**config.mk**
```make
export PLATFORM = sky130hd
export DESIGN_NAME = ffha_cell
export DESIGN_NICKNAME = d
export VERILOG_FILES = /design/src/sv/ffha_pkg.sv /design/src/sv/ffha_cell.sv
export SDC_FILE = /design/constraint.sdc
export NUM_CORES = 1
export LEC_CHECK = 0
export ABC_CLOCK_PERIOD_IN_PS = 5930
export BUFFER_PORTS_ARGS = -buffer_cell sky130_fd_sc_hd__buf_2
export CAP_MARGIN = 20
export CORE_AREA = 3 3 213 215
export DETAILED_ROUTE_END_ITERATION = 8
export DIE_AREA = 0 0 216 218
export SETUP_SLACK_MARGIN = 0.4
export SLEW_MARGIN = 20
export SYNTH_ARGS = -nofsm -noshare
export SYNTH_HDL_FRONTEND = slang
export SYNTH_SLANG_ARGS = --single-unit
```
**constraint.sdc**
```tcl
create_clock -name clk_i -period 5.93 [get_ports clk_i]
set_clock_uncertainty 0.05 [all_clocks]
set_input_delay 1.186 -clock clk_i [delete_from_list [all_inputs] [get_ports clk_i]]
set_output_delay 1.186 -clock clk_i [all_outputs]
set_load 0.01 [all_outputs]
```
**src/sv/ffha_pkg.sv**
```systemverilog
// Shared types and constants of the first-fit heap allocator.
// Holds the scan word, query and cell write types, plus mode, status and
// register codes. No dependencies.
package ffha_pkg;

  // Slot index width covers the largest supported block table.
  localparam int unsigned IDX_W = 10;
  localparam int unsigned ADDR_W = 32;
  localparam int unsigned HDR_W = 7;

  typedef logic [IDX_W-1:0] idx_t;
  typedef logic [ADDR_W-1:0] addr_t;

  // Request modes carried in the input tuser.
  localparam logic [1:0] MODE_ALLOC = 2'd0;
  localparam logic [1:0] MODE_FREE = 2'd1;
  localparam logic [1:0] MODE_REALLOC = 2'd2;
  localparam logic [1:0] MODE_CALLOC = 2'd3;

  // Result status codes.
  localparam logic [2:0] STAT_OK = 3'd0;
  localparam logic [2:0] STAT_NO_HEAP = 3'd1;
  localparam logic [2:0] STAT_NULL = 3'd2;
  localparam logic [2:0] STAT_UNKNOWN = 3'd3;
  localparam logic [2:0] STAT_FULL = 3'd4;
  localparam logic [2:0] STAT_OVERFLOW = 3'd5;

  // Register indexes on the configuration port.
  localparam logic [1:0] REG_BASE = 2'd0;
  localparam logic [1:0] REG_LIMIT = 2'd1;
  localparam logic [1:0] REG_HDR = 2'd2;

  // Register reset values.
  localparam addr_t BASE_RESET = 32'd4096;
  localparam addr_t LIMIT_RESET = 32'hFFFF_FFFF;
  localparam logic [HDR_W-1:0] HDR_RESET = 7'd16;

  // Word that travels down the row of cells during one scan.
  typedef struct packed {
    logic  valid;
    logic  find_hit;
    idx_t  find_idx;
    addr_t find_size;
    logic  fit_hit;
    idx_t  fit_idx;
    addr_t fit_start;
    logic  empty_hit;
    idx_t  empty_idx;
    logic  left_hit;
    idx_t  left_idx;
    addr_t left_size;
    logic  right_hit;
    idx_t  right_idx;
    addr_t right_size;
  } scan_word_t;

  // Query broadcast to every cell while a scan runs.
  typedef struct packed {
    addr_t             addr;
    addr_t             fit_size;
    logic [HDR_W-1:0]  hdr;
    logic [ADDR_W:0]   end_s;
  } scan_query_t;

  // Write command to one cell, selected by index.
  typedef struct packed {
    logic  we;
    idx_t  idx;
    logic  used;
    logic  is_free;
    logic  start_we;
    addr_t start;
    logic  size_we;
    addr_t size;
  } cell_wr_t;

endpackage

```
**src/sv/ffha_cell.sv**
```systemverilog
// One slot of the block table with its scan stage.
// Depends on ffha_pkg for the scan word, query and write types.
module ffha_cell #(
  parameter int unsigned IDX = 0
) (
  input  logic                clk_i,
  input  logic                rst_ni,
  input  ffha_pkg::scan_query_t query_i,
  input  ffha_pkg::cell_wr_t  wr_i,
  input  ffha_pkg::scan_word_t word_i,
  output ffha_pkg::scan_word_t word_o,
  output logic                used_o
);

  localparam ffha_pkg::idx_t MyIdx = ffha_pkg::IDX_W'(IDX);

  ffha_pkg::addr_t start_q, size_q;
  logic used_q, free_q;
  ffha_pkg::scan_word_t word_d, word_q;
  logic sel;
  logic [ffha_pkg::ADDR_W:0] pay;
  logic [ffha_pkg::ADDR_W+1:0] end_hdr;
  logic live_free, m_find, m_fit, m_left, m_right;

  assign sel = wr_i.we && (wr_i.idx == MyIdx);

  // Slot flags are cleared at reset; start and size are valid only when used.
  always_ff @(posedge clk_i or negedge rst_ni) begin
    if (!rst_ni) begin
      used_q <= 1'b0;
      free_q <= 1'b0;
    end else if (sel) begin
      used_q <= wr_i.used;
      free_q <= wr_i.is_free;
    end
  end

  always_ff @(posedge clk_i) begin
    if (sel && wr_i.start_we) begin
      start_q <= wr_i.start;
    end
    if (sel && wr_i.size_we) begin
      size_q <= wr_i.size;
    end
  end

  // Compare this slot against the query.
  always_comb begin
    pay = {1'b0, start_q} + {{(ffha_pkg::ADDR_W + 1 - ffha_pkg::HDR_W){1'b0}}, query_i.hdr};
    end_hdr = {2'b00, start_q} + {2'b00, size_q}
            + {{(ffha_pkg::ADDR_W + 2 - ffha_pkg::HDR_W){1'b0}}, query_i.hdr}
            + {{(ffha_pkg::ADDR_W + 2 - ffha_pkg::HDR_W){1'b0}}, query_i.hdr};
    live_free = used_q && free_q;
    m_find = used_q && !free_q && (pay == {1'b0, query_i.addr});
    m_fit = live_free && (size_q >= query_i.fit_size)
          && (!word_i.fit_hit || (start_q < word_i.fit_start));
    m_left = live_free && (end_hdr == {2'b00, query_i.addr});
    m_right = live_free && ({1'b0, start_q} == query_i.end_s);

    word_d = word_i;
    if (!word_i.find_hit && m_find) begin
      word_d.find_hit = 1'b1;
      word_d.find_idx = MyIdx;
      word_d.find_size = size_q;
    end
    if (m_fit) begin
      word_d.fit_hit = 1'b1;
      word_d.fit_idx = MyIdx;
      word_d.fit_start = start_q;
    end
    if (!word_i.empty_hit && !used_q) begin
      word_d.empty_hit = 1'b1;
      word_d.empty_idx = MyIdx;
    end
    if (!word_i.left_hit && m_left) begin
      word_d.left_hit = 1'b1;
      word_d.left_idx = MyIdx;
      word_d.left_size = size_q;
    end
    if (!word_i.right_hit && m_right) begin
      word_d.right_hit = 1'b1;
      word_d.right_idx = MyIdx;
      word_d.right_size = size_q;
    end
  end

  // Hand the word to the next cell.
  always_ff @(posedge clk_i or negedge rst_ni) begin
    if (!rst_ni) begin
      word_q <= '0;
    end else begin
      word_q <= word_d;
    end
  end

  assign word_o = word_q;
  assign used_o = used_q;

endmodule

```
# --- Word level (Yosys, flattened, before mapping) ---
# Index checks and enable logic that the tools add are counted.
# W data, S select, Z words.
word_totals:
  register_bits: 250
  latch_bits: 0
  mem_bits_rw: 0
  mem_bits_ro: 0
  input_bits: 369
  output_inout_bits: 185
  word_cells: 56
  memories: 0
op_classes:
  n_addsub: 4
  mul: 0
  n_div: 0
  order_cmp: 2
  eq_ne: 3
  n_shift: 0
  muxes: 5
  bitwise: 0
  n_reduce_logical: 23
ops:
  columns: ["operator", "count"]
  rows:
  - ["$mux W43", 4]
  - ["$add A33 B7 Y34", 1]
  - ["$add A34 B7 Y34", 1]
  - ["$eq A34 B32 Y1", 1]
  - ["$add A32 B32 Y33", 1]
  - ["$add A32 B7 Y33", 1]
  - ["$eq A32 B33 Y1", 1]
  - ["$eq A33 B32 Y1", 1]
  - ["$ge A32 B32 Y1", 1]
  - ["$lt A32 B32 Y1", 1]
  - ["$logic_and A1 B1 Y1", 14]
  - ["$mux W11", 1]
  - ["$logic_not A10 Y1", 1]
  - ["$logic_not A1 Y1", 7]
  - ["$logic_or A1 B1 Y1", 1]

# --- Longest topological paths before layout ---
depth:
  word_depth: 7
  mapped_depth: 17
  depth_no_buf: 16

# --- Least setup slack after synthesis ---
# Ideal clock, no wire load.
synth_timing:
  path_type: "input -> register"
  start: "input port query_i[33] in the netlist's numbering"
  end: "register word_q (netlist bit word_o[47])"
  setup_ps: 128
  arrival_time_ps: 4953
  path_slack_ps: 800
  cell_stages: 17
  path_cell_list: "inv_1 fa_1 inv_1 ha_1 inv_1 fa_1 and2b_1 o2111ai_2 a2111oi_0 nor3_2 xnor2_1 a211o_1 nor4_1 nand4_1 nor4_4 buf_6 mux2_1"
synth_rtl:
  columns: ["element", "line_no", "source"]
  rows:
  - ["start: declaration", "ffha_cell.sv:8", "input ffha_pkg::scan_query_t query_i,"]
  - ["end signal: assignment", "ffha_cell.sv:92", "word_q <= word_d;"]
  - ["end: declaration", "ffha_cell.sv:19", "ffha_pkg::scan_word_t word_d, word_q;"]

==> metrics.csv <==
stage,metric,value,unit
min_path,HP Start,free_q$_DFFE_PN0P_,
min_path,Hold Path Sink,free_q$_DFFE_PN0P_,
detailed_routing,Vias/cell,4.970,
final_layout,final net count,2348,
global_route,first-pass GRT wire length,77540,um
final_layout,multi-input logic area,7506,um2
sta,Final TNS setup,0,ns
placement,Post-Place Cells,2407,
setup_path,CP max FO,20,
final_layout,Area growth syn-to-layout,29.80,%
clock_tree,Num CTS Buffers,27,
global_route,global route hottest layer,met2,
clock_tree,post-CTS setup buffers,0,
setup_path,Worst EP required,6.29,ns
logic_synthesis,Synth Instances,1288,
logic_synthesis,asr flop ratio synth,0.7440,
final_layout,post-route insts no fill,2461,
sta,RSZ-0062 raised after global routing,no,
sta,"Slew Viols, Final",0,
setup_path,RR Endpoint,word_o[68]$_DFF_PN0_,
logic_synthesis,largest family of logic cells by synthesized area,adder cells,
logic_synthesis,yosys warns,0,
sta,# setup viols final,0,
clock_tree,CTS Root Cell,clkbuf_16,
clock_tree,Sink Count,250,
global_route,grt total ovfl,0,
logic_synthesis,post-synthesis compound-gate area fraction,0.1017,
final_layout,register area,6576,um2
clock_tree,H-tree depth,1,
sta,Final period util,0.8673,
logic_synthesis,Post-Synth Adder-Cell Area,0.1206,
sta,Final Hold Viols,0,
job,Max Cap Viol,0,
setup_path,Setup CP Type,in2reg,
floorplan,IO Pins,554,
sta,Final min period,5.143,ns
detailed_routing,routed wire length,53300,um
logic_synthesis,Main synth FF type,dfrtp_1,
pwr,PwrDens,213.7,nW/um2
logic_synthesis,mux share of post-synthesis cell area,0.1001,
logic_synthesis,synthesis-stage register bit count,250,
floorplan,area of the core,43930,um2
global_route,Global Route Usage Sum,0.2169,
pwr,Final Power,0.004039,W
setup_path,crit end category,register,
setup_path,Worst Path Arrival,5.51,ns
final_layout,filler cell count,4327,
clock_tree,CTS tree,built,
setup_path,r2r setup slk,0.87,ns
logic_synthesis,Post-synth EDFFs,64,
logic_synthesis,sequential area share after synthesis,0.4516,
logic_synthesis,syn nets,1792,
setup_path,CP startpoint kind,primary input,
setup_path,worst r2r src,size_q[1]$_DFFE_PP_,
sta,Tightest Pin Transition,1.055,ns
final_layout,share of layout cells above drive strength 1,0.3847,
floorplan,row count,77,
sta,FMAX,0.1944,GHz
global_route,initial antenna violation count,12,
floorplan,Die W,216,um
sta,max_slew headroom,0.2966,
detailed_routing,Routed Antenna Nets,0,
min_path,Hold WC Path Type,reg2reg,
global_route,largest net degree at the start of global routing,105,
logic_synthesis,Post-Syn Area per Cell,11.31,um2
detailed_routing,drt pass-1 iters,5,
global_route,met2 Use GR,0.3793,
pwr,Peak VDD IR,0.0001778,V
detailed_routing,WL/cell,21.66,um
clock_tree,clock tree buffer depth,3,
floorplan,Die H,218,um
clock_tree,later-pin clock latency in the skew report,0.55,ns
placement,IO buf count,553,
global_route,vias in the first global route,12720,
detailed_routing,drt initial violations,659,
floorplan,Initial Utilization,0.3315,
pwr,Pleak,8.838,nW
sta,Hold WS,0.5499,ns
floorplan,die footprint,47090,um2
clock_tree,"CTS clk-pin slew, worst paths",0.06,ns
placement,Placer Congestion,0.9124,
setup_path,R2R cell count,17,
logic_synthesis,synth unique cells,71,
detailed_routing,# DRC,0,
final_layout,"Core Util, Final",0.4303,
placement,DP Wirelength,43120,um
logic_synthesis,Synth Area in XOR/XNOR,0.07337,
logic_synthesis,post-synthesis simple-gate area fraction,0.1181,
detailed_routing,vias,12230,
logic_synthesis,cell area after synthesis,14560,um2
outcome,outcome,"complete, no violations",
min_path,WHS Path Cells,2,
global_route,global routing usage on met1,0.2711,
global_route,met3 usage in global routing,0.05016,
[logic make-up after synthesis]
group           after synthesis
fa+ha+maj                   135
compound gates              222
mux                         130
simple gates                312
xor+xnor                    122
buf+inv                     117
flops                       250
[repair_timing]
action,4_1_cts,5_1_grt
endpoints found under the setup margin,0,10
gates resized for setup,0,2
hold buffers,0,0
[critical path, stage by stage]
cell and delay, ns:
buf_2 0.09, inv_1 0.05, fa_1 0.46, inv_1 0.07
ha_1 0.18, inv_1 0.06, fa_1 0.41, and2b_1 0.25
o2111ai_2 0.16, a2111oi_1 0.51, nor3_2 0.08, xnor2_1 0.18
a211o_1 0.25, nor4_1 0.28, nand4_1 0.22, nor4_4 0.37
buf_4 0.33, mux2_1 0.36
[layout by cell type (no fill, tap or decap), types with 41 or more instances in the layout]
cell / Yosys / routed
a21oi_1: 53 / 53
ha_1: 126 / 126
nor2b_1: 62 / 61
buf_2: 13 / 552
edfxtp_1: 64 / 64
dfrtp_1: 186 / 186
xor2_1: 41 / 41
xnor2_1: 81 / 81
mux2_2: 90 / 90
nand2_1: 68 / 68
inv_1: 80 / 80
[power breakdown]
part,leakage [nW],internal (W),switching [W]
clock,0.437,0.000980,0.000695
combinational,5.64,0.000250,0.000268
sequential,2.76,0.00183,0.0000169
total,8.84,0.00306,0.000979
[through the flow]
stage	setup WS [ns]	area [um2]
after floorplan	0.7997	14560
after global placement	0.2627	18010
after detailed placement	0.2560	18010
after CTS	0.7899	18880
after global routing	0.4238	18900
final	0.7868	18900
[flip-flops by register name, summed over array words and instances (netlist names)]
name     flops
free_q       1
size_q      32
start_q     32
used_o       1
word_o     184
[worst max-delay path by stage]
stage,slack [ns],depth (start not counted),to,start
after floorplan,0.80,17,word_o[47]$_DFF_PN0_,query_i[33]
after global placement,0.26,18,word_o[65]$_DFF_PN0_,query_i[33]
after detailed placement,0.26,18,word_o[68]$_DFF_PN0_,query_i[33]
after CTS,0.79,18,word_o[68]$_DFF_PN0_,query_i[33]
after global routing,0.42,18,word_o[66]$_DFF_PN0_,query_i[33]
final,0.79,18,word_o[68]$_DFF_PN0_,query_i[33]
[cell type report]
type,count,share of cell area
sequential,250,0.3479
antenna,5,0.0006619
tap,592,0.03918
clock buffer,37,0.04038
inverter,80,0.01589
timing repair buffer,564,0.1532
multi-input combinational,921,0.3971
clock inverter,12,0.005692
[synthesized netlist by cell type (9+ instances only)]
library cell    n  area share
ha_1          126        0.11
nor4_1         11      0.0047
a2111oi_0       9      0.0054
clkbuf_1       16      0.0041
a21o_1         31       0.016
inv_1          80       0.021
nand4_1        38       0.016
edfxtp_1       64        0.13
nand2_1        68       0.018
nand3_1        27      0.0093
xor2_1         41       0.025
buf_2          13      0.0045
nor3_1         17      0.0058
o21a_1         10      0.0052
o21ai_0        37       0.013
nand2b_1       10      0.0043
a21oi_1        53       0.018
xnor2_1        81       0.049
nor2b_1        62       0.027
a211oi_1       10      0.0052
fa_1            9       0.012
mux2_2         90       0.070
dfrtp_1       186        0.32
nor2_1         37      0.0095
mux2_1         35       0.027
[per-layer routing]
layer / vias to the layer above / wire [um]
met2: 447 / 26210
met1: 5945 / 22150
met5: - / 103
met4: 16 / 1235
li1: 5743 / -
met3: 80 / 3602
No activity file was read; power rests on OpenSTA's default activity.
