--- src/sv/ffha_pkg.sv ---
// Shared types and constants of the first-fit heap allocator.
// Holds the scan word, query and cell write types, plus mode, status and
// register codes. No dependencies.
package ffha_pkg;

  // Slot index width covers the largest supported block table.
  localparam int unsigned IDX_W = 10;
  localparam int unsigned ADDR_W = 32;
  localparam int unsigned HDR_W = 7;

  typedef logic [IDX_W-1:0] idx_t;
  typedef logic [ADDR_W-1:0] addr_t;

  // Request modes carried in the input tuser.
  localparam logic [1:0] MODE_ALLOC = 2'd0;
  localparam logic [1:0] MODE_FREE = 2'd1;
  localparam logic [1:0] MODE_REALLOC = 2'd2;
  localparam logic [1:0] MODE_CALLOC = 2'd3;

  // Result status codes.
  localparam logic [2:0] STAT_OK = 3'd0;
  localparam logic [2:0] STAT_NO_HEAP = 3'd1;
  localparam logic [2:0] STAT_NULL = 3'd2;
  localparam logic [2:0] STAT_UNKNOWN = 3'd3;
  localparam logic [2:0] STAT_FULL = 3'd4;
  localparam logic [2:0] STAT_OVERFLOW = 3'd5;

  // Register indexes on the configuration port.
  localparam logic [1:0] REG_BASE = 2'd0;
  localparam logic [1:0] REG_LIMIT = 2'd1;
  localparam logic [1:0] REG_HDR = 2'd2;

  // Register reset values.
  localparam addr_t BASE_RESET = 32'd4096;
  localparam addr_t LIMIT_RESET = 32'hFFFF_FFFF;
  localparam logic [HDR_W-1:0] HDR_RESET = 7'd16;

  // Word that travels down the row of cells during one scan.
  typedef struct packed {
    logic  valid;
    logic  find_hit;
    idx_t  find_idx;
    addr_t find_size;
    logic  fit_hit;
    idx_t  fit_idx;
    addr_t fit_start;
    logic  empty_hit;
    idx_t  empty_idx;
    logic  left_hit;
    idx_t  left_idx;
    addr_t left_size;
    logic  right_hit;
    idx_t  right_idx;
    addr_t right_size;
  } scan_word_t;

  // Query broadcast to every cell while a scan runs.
  typedef struct packed {
    addr_t             addr;
    addr_t             fit_size;
    logic [HDR_W-1:0]  hdr;
    logic [ADDR_W:0]   end_s;
  } scan_query_t;

  // Write command to one cell, selected by index.
  typedef struct packed {
    logic  we;
    idx_t  idx;
    logic  used;
    logic  is_free;
    logic  start_we;
    addr_t start;
    logic  size_we;
    addr_t size;
  } cell_wr_t;

endpackage

--- src/sv/ffha_ctrl.sv ---
// Request sequencer of the allocator: decodes a word, runs the table scans,
// issues slot writes and holds the break pointer and the result register.
// Depends on ffha_pkg.
module ffha_ctrl (
  input  logic                   clk_i,
  input  logic                   rst_ni,
  input  logic                   in_valid_i,
  output logic                   in_ready_o,
  input  logic [1:0]             in_mode_i,
  input  ffha_pkg::addr_t        in_addr_i,
  input  ffha_pkg::addr_t        in_size_i,
  input  ffha_pkg::addr_t        in_count_i,
  output logic                   out_valid_o,
  input  logic                   out_ready_i,
  output logic [127:0]           out_data_o,
  output logic [2:0]             out_status_o,
  input  logic [ffha_pkg::HDR_W-1:0] hdr_i,
  input  ffha_pkg::addr_t        limit_i,
  input  logic                   base_load_i,
  input  ffha_pkg::addr_t        base_i,
  output ffha_pkg::scan_query_t  query_o,
  output logic                   start_o,
  input  ffha_pkg::scan_word_t   tail_i,
  output ffha_pkg::cell_wr_t     wr_o
);

  typedef enum logic [13:0] {
    S_IDLE   = 14'b00000000000001,
    S_MUL    = 14'b00000000000010,
    S_DECIDE = 14'b00000000000100,
    S_PASSA  = 14'b00000000001000,
    S_EVALA  = 14'b00000000010000,
    S_PASSB  = 14'b00000000100000,
    S_EVALB  = 14'b00000001000000,
    S_WALLOC = 14'b00000010000000,
    S_SUM1   = 14'b00000100000000,
    S_SUM2   = 14'b00001000000000,
    S_WT     = 14'b00010000000000,
    S_WS     = 14'b00100000000000,
    S_WR     = 14'b01000000000000,
    S_DONE   = 14'b10000000000000
  } state_e;

  typedef enum logic [1:0] {
    OP_ALLOC,
    OP_FREE,
    OP_REALLOC
  } op_e;

  state_e state_q, state_d;
  op_e op_q, op_d;
  logic [1:0] mode_q;
  ffha_pkg::addr_t addr_q, size_q, count_q, x_q, x_d;
  logic [63:0] prod_q;
  logic calloc_q, calloc_d;
  // Results of the scans; the right neighbour comes from the second scan.
  logic find_hit_q, fit_hit_q, empty_hit_q, left_hit_q, right_hit_q;
  ffha_pkg::idx_t s_idx_q, fit_idx_q, empty_idx_q, left_idx_q, right_idx_q;
  ffha_pkg::addr_t s_size_q, fit_start_q, left_size_q, right_size_q;
  // Result fields under construction.
  ffha_pkg::addr_t res_q, res_d, src_q, src_d, len_q, len_d, clr_q, clr_d;
  logic [2:0] st_q, st_d;
  // Pending single write and break update.
  ffha_pkg::cell_wr_t pw_q, pw_d;
  logic pw_brk_q, pw_brk_d;
  ffha_pkg::addr_t brk_next_q, brk_next_d;
  // Merge sequence controls.
  logic fseq_q, fseq_d, fl_q, fl_d, fr_q, fr_d, tfree_q, tfree_d;
  ffha_pkg::addr_t acc_q, acc_d;
  ffha_pkg::addr_t break_q, break_d;
  logic out_valid_q, out_valid_d;
  logic [127:0] out_data_q, out_data_d;
  logic [2:0] out_stat_q, out_stat_d;

  ffha_pkg::addr_t hdr32, extra_w, alloc_res;
  logic [ffha_pkg::ADDR_W:0] need_w, room_w, end_s;
  logic brk_le, need_ok, extra_ok, in_acc;
  logic [2:0] alloc_st;
  ffha_pkg::cell_wr_t alloc_pw;
  logic [63:0] mul_w;

  assign in_ready_o = (state_q == S_IDLE);
  assign in_acc = in_valid_i && in_ready_o;
  assign mul_w = 64'(count_q) * 64'(size_q);

  // Break growth checks and the allocate outcome from the scan results.
  always_comb begin
    hdr32 = {{(ffha_pkg::ADDR_W - ffha_pkg::HDR_W){1'b0}}, hdr_i};
    need_w = {1'b0, x_q} + {1'b0, hdr32};
    room_w = {1'b0, limit_i} - {1'b0, break_q};
    brk_le = (break_q <= limit_i);
    need_ok = brk_le && (need_w <= room_w);
    extra_w = x_q - s_size_q;
    extra_ok = brk_le && ({1'b0, extra_w} <= room_w);
    end_s = {1'b0, addr_q} + {1'b0, s_size_q};
    if (fit_hit_q) begin
      alloc_st = ffha_pkg::STAT_OK;
    end else if (!need_ok) begin
      alloc_st = ffha_pkg::STAT_NO_HEAP;
    end else if (!empty_hit_q) begin
      alloc_st = ffha_pkg::STAT_FULL;
    end else begin
      alloc_st = ffha_pkg::STAT_OK;
    end
    alloc_pw = '0;
    alloc_pw.we = 1'b1;
    alloc_pw.used = 1'b1;
    alloc_pw.is_free = 1'b0;
    if (fit_hit_q) begin
      alloc_pw.idx = fit_idx_q;
    end else begin
      alloc_pw.idx = empty_idx_q;
      alloc_pw.start_we = 1'b1;
      alloc_pw.start = break_q;
      alloc_pw.size_we = 1'b1;
      alloc_pw.size = x_q;
    end
    alloc_res = fit_hit_q ? (fit_start_q + hdr32) : (break_q + hdr32);
  end

  // The first cell compares in the cycle the scan starts, so it sees the
  // request size before it is registered.
  assign query_o.addr = addr_q;
  assign query_o.fit_size = (state_q == S_DECIDE) ? x_d : x_q;
  assign query_o.hdr = hdr_i;
  assign query_o.end_s = end_s;

  // Main sequencer.
  always_comb begin
    state_d = state_q;
    op_d = op_q;
    x_d = x_q;
    calloc_d = calloc_q;
    res_d = res_q;
    src_d = src_q;
    len_d = len_q;
    clr_d = clr_q;
    st_d = st_q;
    pw_d = pw_q;
    pw_brk_d = pw_brk_q;
    brk_next_d = brk_next_q;
    fseq_d = fseq_q;
    fl_d = fl_q;
    fr_d = fr_q;
    tfree_d = tfree_q;
    acc_d = acc_q;
    break_d = base_load_i ? base_i : break_q;
    out_valid_d = out_valid_q && !out_ready_i;
    out_data_d = out_data_q;
    out_stat_d = out_stat_q;
    start_o = 1'b0;
    wr_o = '0;

    unique case (state_q)
      S_IDLE: begin
        if (in_acc) begin
          state_d = S_MUL;
        end
      end
      S_MUL: begin
        state_d = S_DECIDE;
      end
      // Decode the mode and start the first scan where one is needed.
      S_DECIDE: begin
        res_d = '0;
        src_d = '0;
        len_d = '0;
        clr_d = '0;
        st_d = ffha_pkg::STAT_OK;
        pw_d = '0;
        pw_brk_d = 1'b0;
        fseq_d = 1'b0;
        calloc_d = 1'b0;
        x_d = size_q;
        state_d = S_PASSA;
        case (mode_q)
          ffha_pkg::MODE_ALLOC: begin
            op_d = OP_ALLOC;
            if (size_q == '0) begin
              st_d = ffha_pkg::STAT_NULL;
              state_d = S_DONE;
            end
          end
          ffha_pkg::MODE_FREE: begin
            op_d = OP_FREE;
            if (addr_q == '0) begin
              st_d = ffha_pkg::STAT_NULL;
              state_d = S_DONE;
            end
          end
          ffha_pkg::MODE_REALLOC: begin
            if (addr_q == '0) begin
              op_d = OP_ALLOC;
              if (size_q == '0) begin
                st_d = ffha_pkg::STAT_NULL;
                state_d = S_DONE;
              end
            end else if (size_q == '0) begin
              op_d = OP_FREE;
            end else begin
              op_d = OP_REALLOC;
            end
          end
          default: begin
            op_d = OP_ALLOC;
            calloc_d = 1'b1;
            x_d = prod_q[31:0];
            if ((count_q == '0) || (size_q == '0)) begin
              st_d = ffha_pkg::STAT_NULL;
              state_d = S_DONE;
            end else if (prod_q[63:32] != '0) begin
              st_d = ffha_pkg::STAT_OVERFLOW;
              state_d = S_DONE;
            end
          end
        endcase
        start_o = (state_d == S_PASSA);
      end
      S_PASSA: begin
        if (tail_i.valid) begin
          state_d = S_EVALA;
        end
      end
      // Decide on the first scan: allocate finishes here.
      S_EVALA: begin
        case (op_q)
          OP_ALLOC: begin
            st_d = alloc_st;
            if (alloc_st == ffha_pkg::STAT_OK) begin
              pw_d = alloc_pw;
              pw_brk_d = !fit_hit_q;
              brk_next_d = break_q + need_w[ffha_pkg::ADDR_W-1:0];
              res_d = alloc_res;
              if (calloc_q) begin
                clr_d = x_q;
              end
              state_d = S_WALLOC;
            end else begin
              state_d = S_DONE;
            end
          end
          OP_FREE: begin
            if (!find_hit_q) begin
              st_d = ffha_pkg::STAT_UNKNOWN;
              state_d = S_DONE;
            end else begin
              start_o = 1'b1;
              state_d = S_PASSB;
            end
          end
          default: begin
            if (!find_hit_q) begin
              st_d = ffha_pkg::STAT_UNKNOWN;
              state_d = S_DONE;
            end else if (s_size_q >= x_q) begin
              res_d = addr_q;
              state_d = S_DONE;
            end else begin
              start_o = 1'b1;
              state_d = S_PASSB;
            end
          end
        endcase
      end
      S_PASSB: begin
        if (tail_i.valid) begin
          state_d = S_EVALB;
        end
      end
      // Decide on the neighbour scan.
      S_EVALB: begin
        state_d = S_WALLOC;
        if (op_q == OP_FREE) begin
          fseq_d = 1'b1;
          fl_d = left_hit_q;
          fr_d = right_hit_q;
          tfree_d = 1'b1;
        end else if (right_hit_q && (right_size_q >= extra_w)) begin
          // Absorb the following free block.
          fseq_d = 1'b1;
          fl_d = 1'b0;
          fr_d = 1'b1;
          tfree_d = 1'b0;
          res_d = addr_q;
        end else if (end_s == {1'b0, break_q}) begin
          // Extend at the break.
          if (!extra_ok) begin
            st_d = ffha_pkg::STAT_NO_HEAP;
            state_d = S_DONE;
          end else begin
            pw_d = '0;
            pw_d.we = 1'b1;
            pw_d.idx = s_idx_q;
            pw_d.used = 1'b1;
            pw_d.size_we = 1'b1;
            pw_d.size = x_q;
            pw_brk_d = 1'b1;
            brk_next_d = break_q + extra_w;
            res_d = addr_q;
          end
        end else begin
          // Move: allocate anew, then free the old block.
          st_d = alloc_st;
          if (alloc_st == ffha_pkg::STAT_OK) begin
            pw_d = alloc_pw;
            pw_brk_d = !fit_hit_q;
            brk_next_d = break_q + need_w[ffha_pkg::ADDR_W-1:0];
            res_d = alloc_res;
            src_d = addr_q;
            len_d = s_size_q;
            fseq_d = 1'b1;
            fl_d = left_hit_q && !(fit_hit_q && (left_idx_q == fit_idx_q));
            fr_d = right_hit_q && !(fit_hit_q && (right_idx_q == fit_idx_q));
            tfree_d = 1'b1;
          end else begin
            state_d = S_DONE;
          end
        end
      end
      S_WALLOC: begin
        wr_o = pw_q;
        if (pw_q.we && pw_brk_q) begin
          break_d = brk_next_q;
        end
        state_d = fseq_q ? S_SUM1 : S_DONE;
      end
      // Merged size is summed in S_SUM1 and then S_SUM2.
      S_SUM1: begin
        acc_d = s_size_q + (fl_q ? (left_size_q + hdr32) : '0);
        state_d = S_SUM2;
      end
      S_SUM2: begin
        acc_d = acc_q + (fr_q ? (right_size_q + hdr32) : '0);
        state_d = S_WT;
      end
      S_WT: begin
        wr_o.we = 1'b1;
        wr_o.idx = fl_q ? left_idx_q : s_idx_q;
        wr_o.used = 1'b1;
        wr_o.is_free = tfree_q;
        wr_o.size_we = 1'b1;
        wr_o.size = acc_q;
        state_d = S_WS;
      end
      S_WS: begin
        wr_o.we = fl_q;
        wr_o.idx = s_idx_q;
        state_d = S_WR;
      end
      S_WR: begin
        wr_o.we = fr_q;
        wr_o.idx = right_idx_q;
        state_d = S_DONE;
      end
      S_DONE: begin
        if (!out_valid_q || out_ready_i) begin
          out_valid_d = 1'b1;
          out_data_d = {clr_q, len_q, src_q, res_q};
          out_stat_d = st_q;
          state_d = S_IDLE;
        end
      end
      default: begin
        state_d = S_IDLE;
      end
    endcase
  end

  // Control state.
  always_ff @(posedge clk_i or negedge rst_ni) begin
    if (!rst_ni) begin
      state_q <= S_IDLE;
      out_valid_q <= 1'b0;
      break_q <= ffha_pkg::BASE_RESET;
    end else begin
      state_q <= state_d;
      out_valid_q <= out_valid_d;
      break_q <= break_d;
    end
  end

  // Payload registers.
  always_ff @(posedge clk_i) begin
    if (in_acc) begin
      mode_q <= in_mode_i;
      addr_q <= in_addr_i;
      size_q <= in_size_i;
      count_q <= in_count_i;
    end
    if (state_q == S_MUL) begin
      prod_q <= mul_w;
    end
    if ((state_q == S_PASSA) && tail_i.valid) begin
      find_hit_q <= tail_i.find_hit;
      s_idx_q <= tail_i.find_idx;
      s_size_q <= tail_i.find_size;
      fit_hit_q <= tail_i.fit_hit;
      fit_idx_q <= tail_i.fit_idx;
      fit_start_q <= tail_i.fit_start;
      empty_hit_q <= tail_i.empty_hit;
      empty_idx_q <= tail_i.empty_idx;
      left_hit_q <= tail_i.left_hit;
      left_idx_q <= tail_i.left_idx;
      left_size_q <= tail_i.left_size;
    end
    if ((state_q == S_PASSB) && tail_i.valid) begin
      right_hit_q <= tail_i.right_hit;
      right_idx_q <= tail_i.right_idx;
      right_size_q <= tail_i.right_size;
    end
    op_q <= op_d;
    x_q <= x_d;
    calloc_q <= calloc_d;
    res_q <= res_d;
    src_q <= src_d;
    len_q <= len_d;
    clr_q <= clr_d;
    st_q <= st_d;
    pw_q <= pw_d;
    pw_brk_q <= pw_brk_d;
    brk_next_q <= brk_next_d;
    fseq_q <= fseq_d;
    fl_q <= fl_d;
    fr_q <= fr_d;
    tfree_q <= tfree_d;
    acc_q <= acc_d;
    out_data_q <= out_data_d;
    out_stat_q <= out_stat_d;
  end

  assign out_valid_o = out_valid_q;
  assign out_data_o = out_data_q;
  assign out_status_o = out_stat_q;

`ifndef SYNTHESIS
  // The break only grows, except when a base write reloads it.
  a_break_grows: assert property (@(posedge clk_i) disable iff (!rst_ni)
    !base_load_i |=> (break_q >= $past(break_q)))
    else $error("break pointer moved backwards");

  // A scan word leaves the row only while a scan is awaited.
  a_tail_in_pass: assert property (@(posedge clk_i) disable iff (!rst_ni)
    tail_i.valid |-> ((state_q == S_PASSA) || (state_q == S_PASSB)))
    else $error("scan word arrived outside a scan");

  // Slot writes happen only in the write steps.
  a_wr_state: assert property (@(posedge clk_i) disable iff (!rst_ni)
    wr_o.we |-> ((state_q == S_WALLOC) || (state_q == S_WT) || (state_q == S_WS)
                 || (state_q == S_WR)))
    else $error("slot write outside a write step");

  // A new result word follows completion of a request.
  a_out_from_done: assert property (@(posedge clk_i) disable iff (!rst_ni)
    $rose(out_valid_q) |-> $past(state_q == S_DONE))
    else $error("result word without a finished request");

  // A new scan never overlaps one still in the row.
  a_one_scan: assert property (@(posedge clk_i) disable iff (!rst_ni)
    start_o |-> !tail_i.valid)
    else $error("scan started while another completes");
`endif

endmodule

--- config.mk ---
export PLATFORM = sky130hd
export DESIGN_NAME = ffha_ctrl
export DESIGN_NICKNAME = d
export VERILOG_FILES = /design/src/sv/ffha_pkg.sv /design/src/sv/ffha_ctrl.sv
export SDC_FILE = /design/constraint.sdc
export NUM_CORES = 2
export LEC_CHECK = 0
export ABC_AREA = 1
export CELL_PAD_IN_SITES_DETAIL_PLACEMENT = 0
export CELL_PAD_IN_SITES_GLOBAL_PLACEMENT = 2
export CORE_UTILIZATION = 40
export CTS_CLUSTER_SIZE = 16
export DETAILED_ROUTE_END_ITERATION = 10
export DONT_BUFFER_PORTS = 1
export MAX_ROUTING_LAYER = met4
export PLACE_DENSITY_LB_ADDON = 0.1
export SLEW_MARGIN = 20
export SYNTH_ARGS = -nofsm -noshare
export SYNTH_HDL_FRONTEND = slang
export SYNTH_SLANG_ARGS = --single-unit
export TNS_END_PERCENT = 1
--- constraint.sdc ---
create_clock -name clk_i -period 17.9 [get_ports clk_i]
set_input_delay 3.58 -clock clk_i [delete_from_list [all_inputs] [get_ports clk_i]]
set_output_delay 3.58 -clock clk_i [all_outputs]
set_load 0.01 [all_outputs]
# Word level (Yosys, flattened, before mapping)
# Index checks and enable logic that the tools add are counted.
[classes]
n_addsub = 12
n_mul = 1
order_cmp = 5
n_eq_ne = 42
muxes = 124
n_reduce_logical = 43
[op_table]
columns = ["operator", "count"]
rows = [
  ["2-to-1 mux 32 bit", 33],
  ["2-to-1 mux 79 bit", 6],
  ["one-hot mux 32 bit (2 select lines)", 6],
  ["2-to-1 mux 14 bit", 19],
  ["one-hot mux 79 bit (3 select lines)", 1],
  ["one-hot mux 14 bit (14 select lines)", 1],
  ["adder 32 bit", 4],
  ["adder 32 x 7 -> 32 bit", 4],
  ["zero test 32 bit", 3],
  ["one-hot mux 32 bit (3 select lines)", 1],
  ["2-to-1 mux 66 bit", 1],
  ["one-hot mux 33 bit (2 select lines)", 1],
  ["greater-or-equal comparator 32 bit", 2],
  ["multiplier 32 x 32 -> 64 bit", 1],
  ["one-hot mux 11 bit (4 select lines)", 1],
  ["one-hot mux 14 bit (3 select lines)", 1],
  ["2-to-1 mux 3 bit", 12],
  ["adder 32 x 32 -> 33 bit", 1],
  ["adder 32 x 7 -> 33 bit", 1],
  ["equality test 33 x 32 -> 1 bit", 1],
  ["less-or-equal comparator 32 x 33 -> 1 bit", 1],
  ["less-or-equal comparator 33 bit", 1],
  ["2-to-1 mux 33 bit", 1],
  ["subtractor 32 x 32 -> 33 bit", 1],
  ["45 further kinds", 123],
]
[totals]
regBits = 837
input_bits = 358
out_inout_bits = 317
elab_cells = 274

# Longest topological paths before layout
[logic_depth]
ltp_word = 11
depth_mapped = 37
ltp_nobuf = 37

# Worst setup path before layout
# OpenSTA, ideal clock, no wires.
[synth_timing]
path_type = "input to register"
startpoint = "in limit_i[0]"
endpoint = "reg pw_brk_q (enable)"
arrival_ps = 10244
t_required_ps = 17381
slack_ps = 7137
stages = 28
n_path_buf = 0
cell_sequence = "inv_1 ha_1 inv_1 fa_1 nand3_1 nand2_1 nand2_1 nand3_1 a21oi_1 o21ai_1 a21oi_1 o21ai_1 a21boi_0 o21ai_1 xor2_1 inv_1 ha_1 nand2_1 inv_1 nand3_1 nor3_1 nand3b_1 o21a_1 nand2_1 nand2_1 inv_1 o21ai_1 nor2_1"
[synth_via]
elab_chain_len = 5
elab_cells_between_ends = 6
cone_classes = "add/sub (1); order compare (2); eq/ne (1); reduce/logical (2)"
[synth_lines]
columns = ["element", "line_no", "source"]
rows = [
  ["start: declaration", "ffha_ctrl.sv:18", "input ffha_pkg::addr_t limit_i,"],
  ["subtractor 32 x 32 -> 33 bit", "ffha_ctrl.sv:90", "room_w = {1'b0, limit_i} - {1'b0, break_q};"],
  ["less-or-equal comparator 32 x 33 -> 1 bit", "ffha_ctrl.sv:94", "extra_ok = brk_le && ({1'b0, extra_w} <= room_w);"],
  ["logical AND 1 bit *", "ffha_ctrl.sv:94", ""],
  ["!= test 3 bit (no source line) *", "-", ""],
  ["AND reduction 5 bit (no source line) *", "-", ""],
  ["end signal: assignment", "ffha_ctrl.sv:420", "pw_brk_q <= pw_brk_d;"],
  ["end: declaration", "ffha_ctrl.sv:65", "logic pw_brk_q, pw_brk_d;"],
]
# Mark *: on every way between the ends. The rest lies on a longest branch, timed or not.
# A chain may end at the register's enable or synchronous reset.

==> results_dict.tcl <==
set metrics [dict create \
    timing.final.hold_violations 0 \
    path_max_fanout 105 \
    row_count 169 \
    cts_tree "done" \
    area_growth_syn_to_layout_pct 8.111 \
    cts.sinks 837 \
    start_util_pct 40.35 \
    reg2reg_setup_slack_ns 9.49 \
    globalRoute.totalOverflow 0 \
    drtPass1Iterations 6 \
    synth_commonest_cells "sky130_fd_sc_hd__nand2_1, sky130_fd_sc_hd__inv_1, sky130_fd_sc_hd__fa_1" \
    io-pin-count 675 \
    die-width_um 465.2 \
    groute.usage.overall_pct 33.52 \
    drt_iter0_drc 6520 \
    slew_margin_rel_pct 13.09 \
    viasPerCell 5.331 \
    drv_cap 0 \
    grt_antenna_before_repair 55 \
    timing.rr.start "count_q[15]" \
    syn_inst 10378 \
    fin_tns_setup_ns 0 \
    critical_path_class "input port to flop" \
    hpwl_um 288700 \
    postCtsSetupRepairBufs 0 \
    clock.fmax_ghz 0.09994 \
    arrival_ns 10.50 \
    worstSetupEndpointType "flop" \
    clockBufferDepth 3 \
    finalWirelength_um 357100 \
    setup_repair_after_global_routing_missed_its_margin "no" \
    largest_net_degree_at_the_start_of_global_routing 136 \
    actual_slew_at_the_worst_max_slew_pin_ns 1.302 \
    die_area_mm2 0.2164 \
    clock-root-buffer "sky130_fd_sc_hd__clkbuf_16" \
    clkTransAtPathRegs_ns 0.06 \
    r2r_worst_path_depth 26 \
    setup.worst_path.end "brk_next_q[14]" \
    die_y_um 465.2 \
    startpoint_class_of_the_critical_path "input port" \
    finalWorstPathRequiredPeriod_ns 10.01 \
    ys_ff_latch 837 \
    ctsHoldBuffers 0 \
    core_ar_mm2 0.2127 \
    postSynthNetCount 12255 \
    crit-reg2reg-capture "prod_q[62]" \
    ant_nets 0 \
    routed_wire_length_per_instance_um 27.05 \
    synthDominantCellAreaShare_pct 26.52 \
    mean_syn_cell_area_um2 8.270 \
    synthesis.area_mm2 0.08583 \
    routed-via-count 70371 \
    cts-buffers-inserted 100 \
    first_global_vias 68868 \
    synth_edf_count 758 \
    gp_routability_congestion 0.9955 \
    grt_pass1_wl_um 504800 \
    critPathMaxStageDelay_ns 0.80 \
    finish.net_count 12115 \
    numPortBuffers 0 \
    clk_latency_ns 0.79 \
    synth_async_sr_flop_share_pct 5.615 \
    worst_setup_path_startpoint "limit_i[0]" \
    synth_warnings 0 \
    yosysMostFrequentCell "sky130_fd_sc_hd__nand2_1" \
    finalHoldWorstSlack_ns 0.3906 \
    synth_area_leader "sky130_fd_sc_hd__edfxtp_1" \
    remaining_drcs 0 \
    layout-drive-gt1-share_pct 4.243 \
    crit_path_top_delay_cell "sky130_fd_sc_hd__buf_4" \
    synthDistinctLibCells 67 \
    finClkSkew_ns 0.06407 \
    run_status "completed" \
    synth.yosys.seq_area_share_pct 28.64 \
    post-route-period-util_pct 55.90 \
    synth_top_cells_by_area "sky130_fd_sc_hd__edfxtp_1, sky130_fd_sc_hd__fa_1, sky130_fd_sc_hd__nand2_1, sky130_fd_sc_hd__inv_1, sky130_fd_sc_hd__ha_1" \
    flip_flop_count_of_the_largest_register_all_copies_and_words_added 128 \
    worstHoldPathType "flop to flop" \
    final-setup-viol-count 0 \
    critical-path-top-cell-by-count "sky130_fd_sc_hd__nand2_1" \
    ys.flop_type "sky130_fd_sc_hd__edfxtp_1" \
    cts-htree-levels 3 \
    cts_repair_resize_count 0 \
    timing.final.max_slew_violations 0 \
    cp.required_ns 18.40 \
]
==> metrics by stage <==
| step | setup WS (ns) | util (%) | cells | area [µm²] |
|---|---|---|---|---|
| after CTS | 7.844 | 43.55 | 13144 | 92630 |
| final | 7.894 | 43.62 | 13201 | 92790 |
| after floorplan | 7.137 | - | 10378 | 85830 |
| after global routing | 7.543 | 43.60 | 13184 | 92750 |
| after global placement | 7.167 | 41.86 | 12957 | 89050 |
| after detailed placement | 7.011 | 41.87 | 12957 | 89070 |
==> worst max-delay path, delay by kind of cell <==
family,cells,cell delay [ns]
compound gates,11,2.26
xor+xnor,1,0.33
fa+ha+maj,3,0.91
buf+inv,5,1.72
simple gates,13,1.65
==> logic make-up (layout without fill, tap and decap cells) <==
group	after synthesis	count (layout)	share of synthesized area [%]
AOI/OAI and AO/OA	1321	1321	8.902
xor gates and xnor gates	290	290	2.975
adders and majority gates	1519	1519	30.08
buffers and inverters	2684	2629	11.91
DFF	837	837	28.64
muxes	3	3	0.03499
other	0	57	0
and+or+nand+nor	3724	3724	17.46
==> cells in the final DEF, fill, tap and decap left out, types with 100 or more instances in the layout <==
cell type and count:
sky130_fd_sc_hd__nand2_1 2453, sky130_fd_sc_hd__inv_1 2273, sky130_fd_sc_hd__fa_1 907, sky130_fd_sc_hd__edfxtp_1 758, sky130_fd_sc_hd__nor2_1 716, sky130_fd_sc_hd__ha_1 612, sky130_fd_sc_hd__a21oi_1 504, sky130_fd_sc_hd__o21ai_0 473
sky130_fd_sc_hd__nand3_1 224, sky130_fd_sc_hd__xor2_1 197, sky130_fd_sc_hd__buf_4 158, sky130_fd_sc_hd__nor3_1 104, sky130_fd_sc_hd__clkbuf_16 100
==> how the worst min path moves through the flow <==
| stage | start | to | slack (ns) | depth (start not counted) |
|---|---|---|---|---|
| floorplan | clr_q[4] | out_data_o[100] | 0.40 | 0 |
| global placement | src_q[23] | out_data_o[55] | 0.40 | 0 |
| detailed placement | src_q[4] | out_data_o[36] | 0.40 | 0 |
| CTS | src_q[30] | out_data_o[62] | 0.38 | 0 |
| global route | src_q[30] | out_data_o[62] | 0.40 | 0 |
| finish | src_q[30] | out_data_o[62] | 0.39 | 0 |
==> layer usage <==
| layer | share of wire [%] | routed length (µm) | track usage (%) | vias up |
|---|---|---|---|---|
| li1 | - | - | - | 32213 |
| met1 | 42 | 150300 | 42.64 | 35041 |
| met2 | 46 | 165400 | 52.95 | 2499 |
| met3 | 6.2 | 22020 | 4.758 | 618 |
| met4 | 5.4 | 19290 | 15.22 | 0 |
| met5 | 0 | 0 | - | - |
==> cell type report <==
class	instances	area (µm²)
diodes	57	142.6
clock buffers	111	2554
clock inverters	76	1010
fillers	21419	119900
inverters	2282	8567
multi-input cells	6857	51190
flip-flops and latches	837	24580
well taps	2821	3530
repair buffers	160	1217
Power is left out: the tool's default activity adds up to more than one toggle a clock period on the data nets, which glitch-free logic cannot reach.
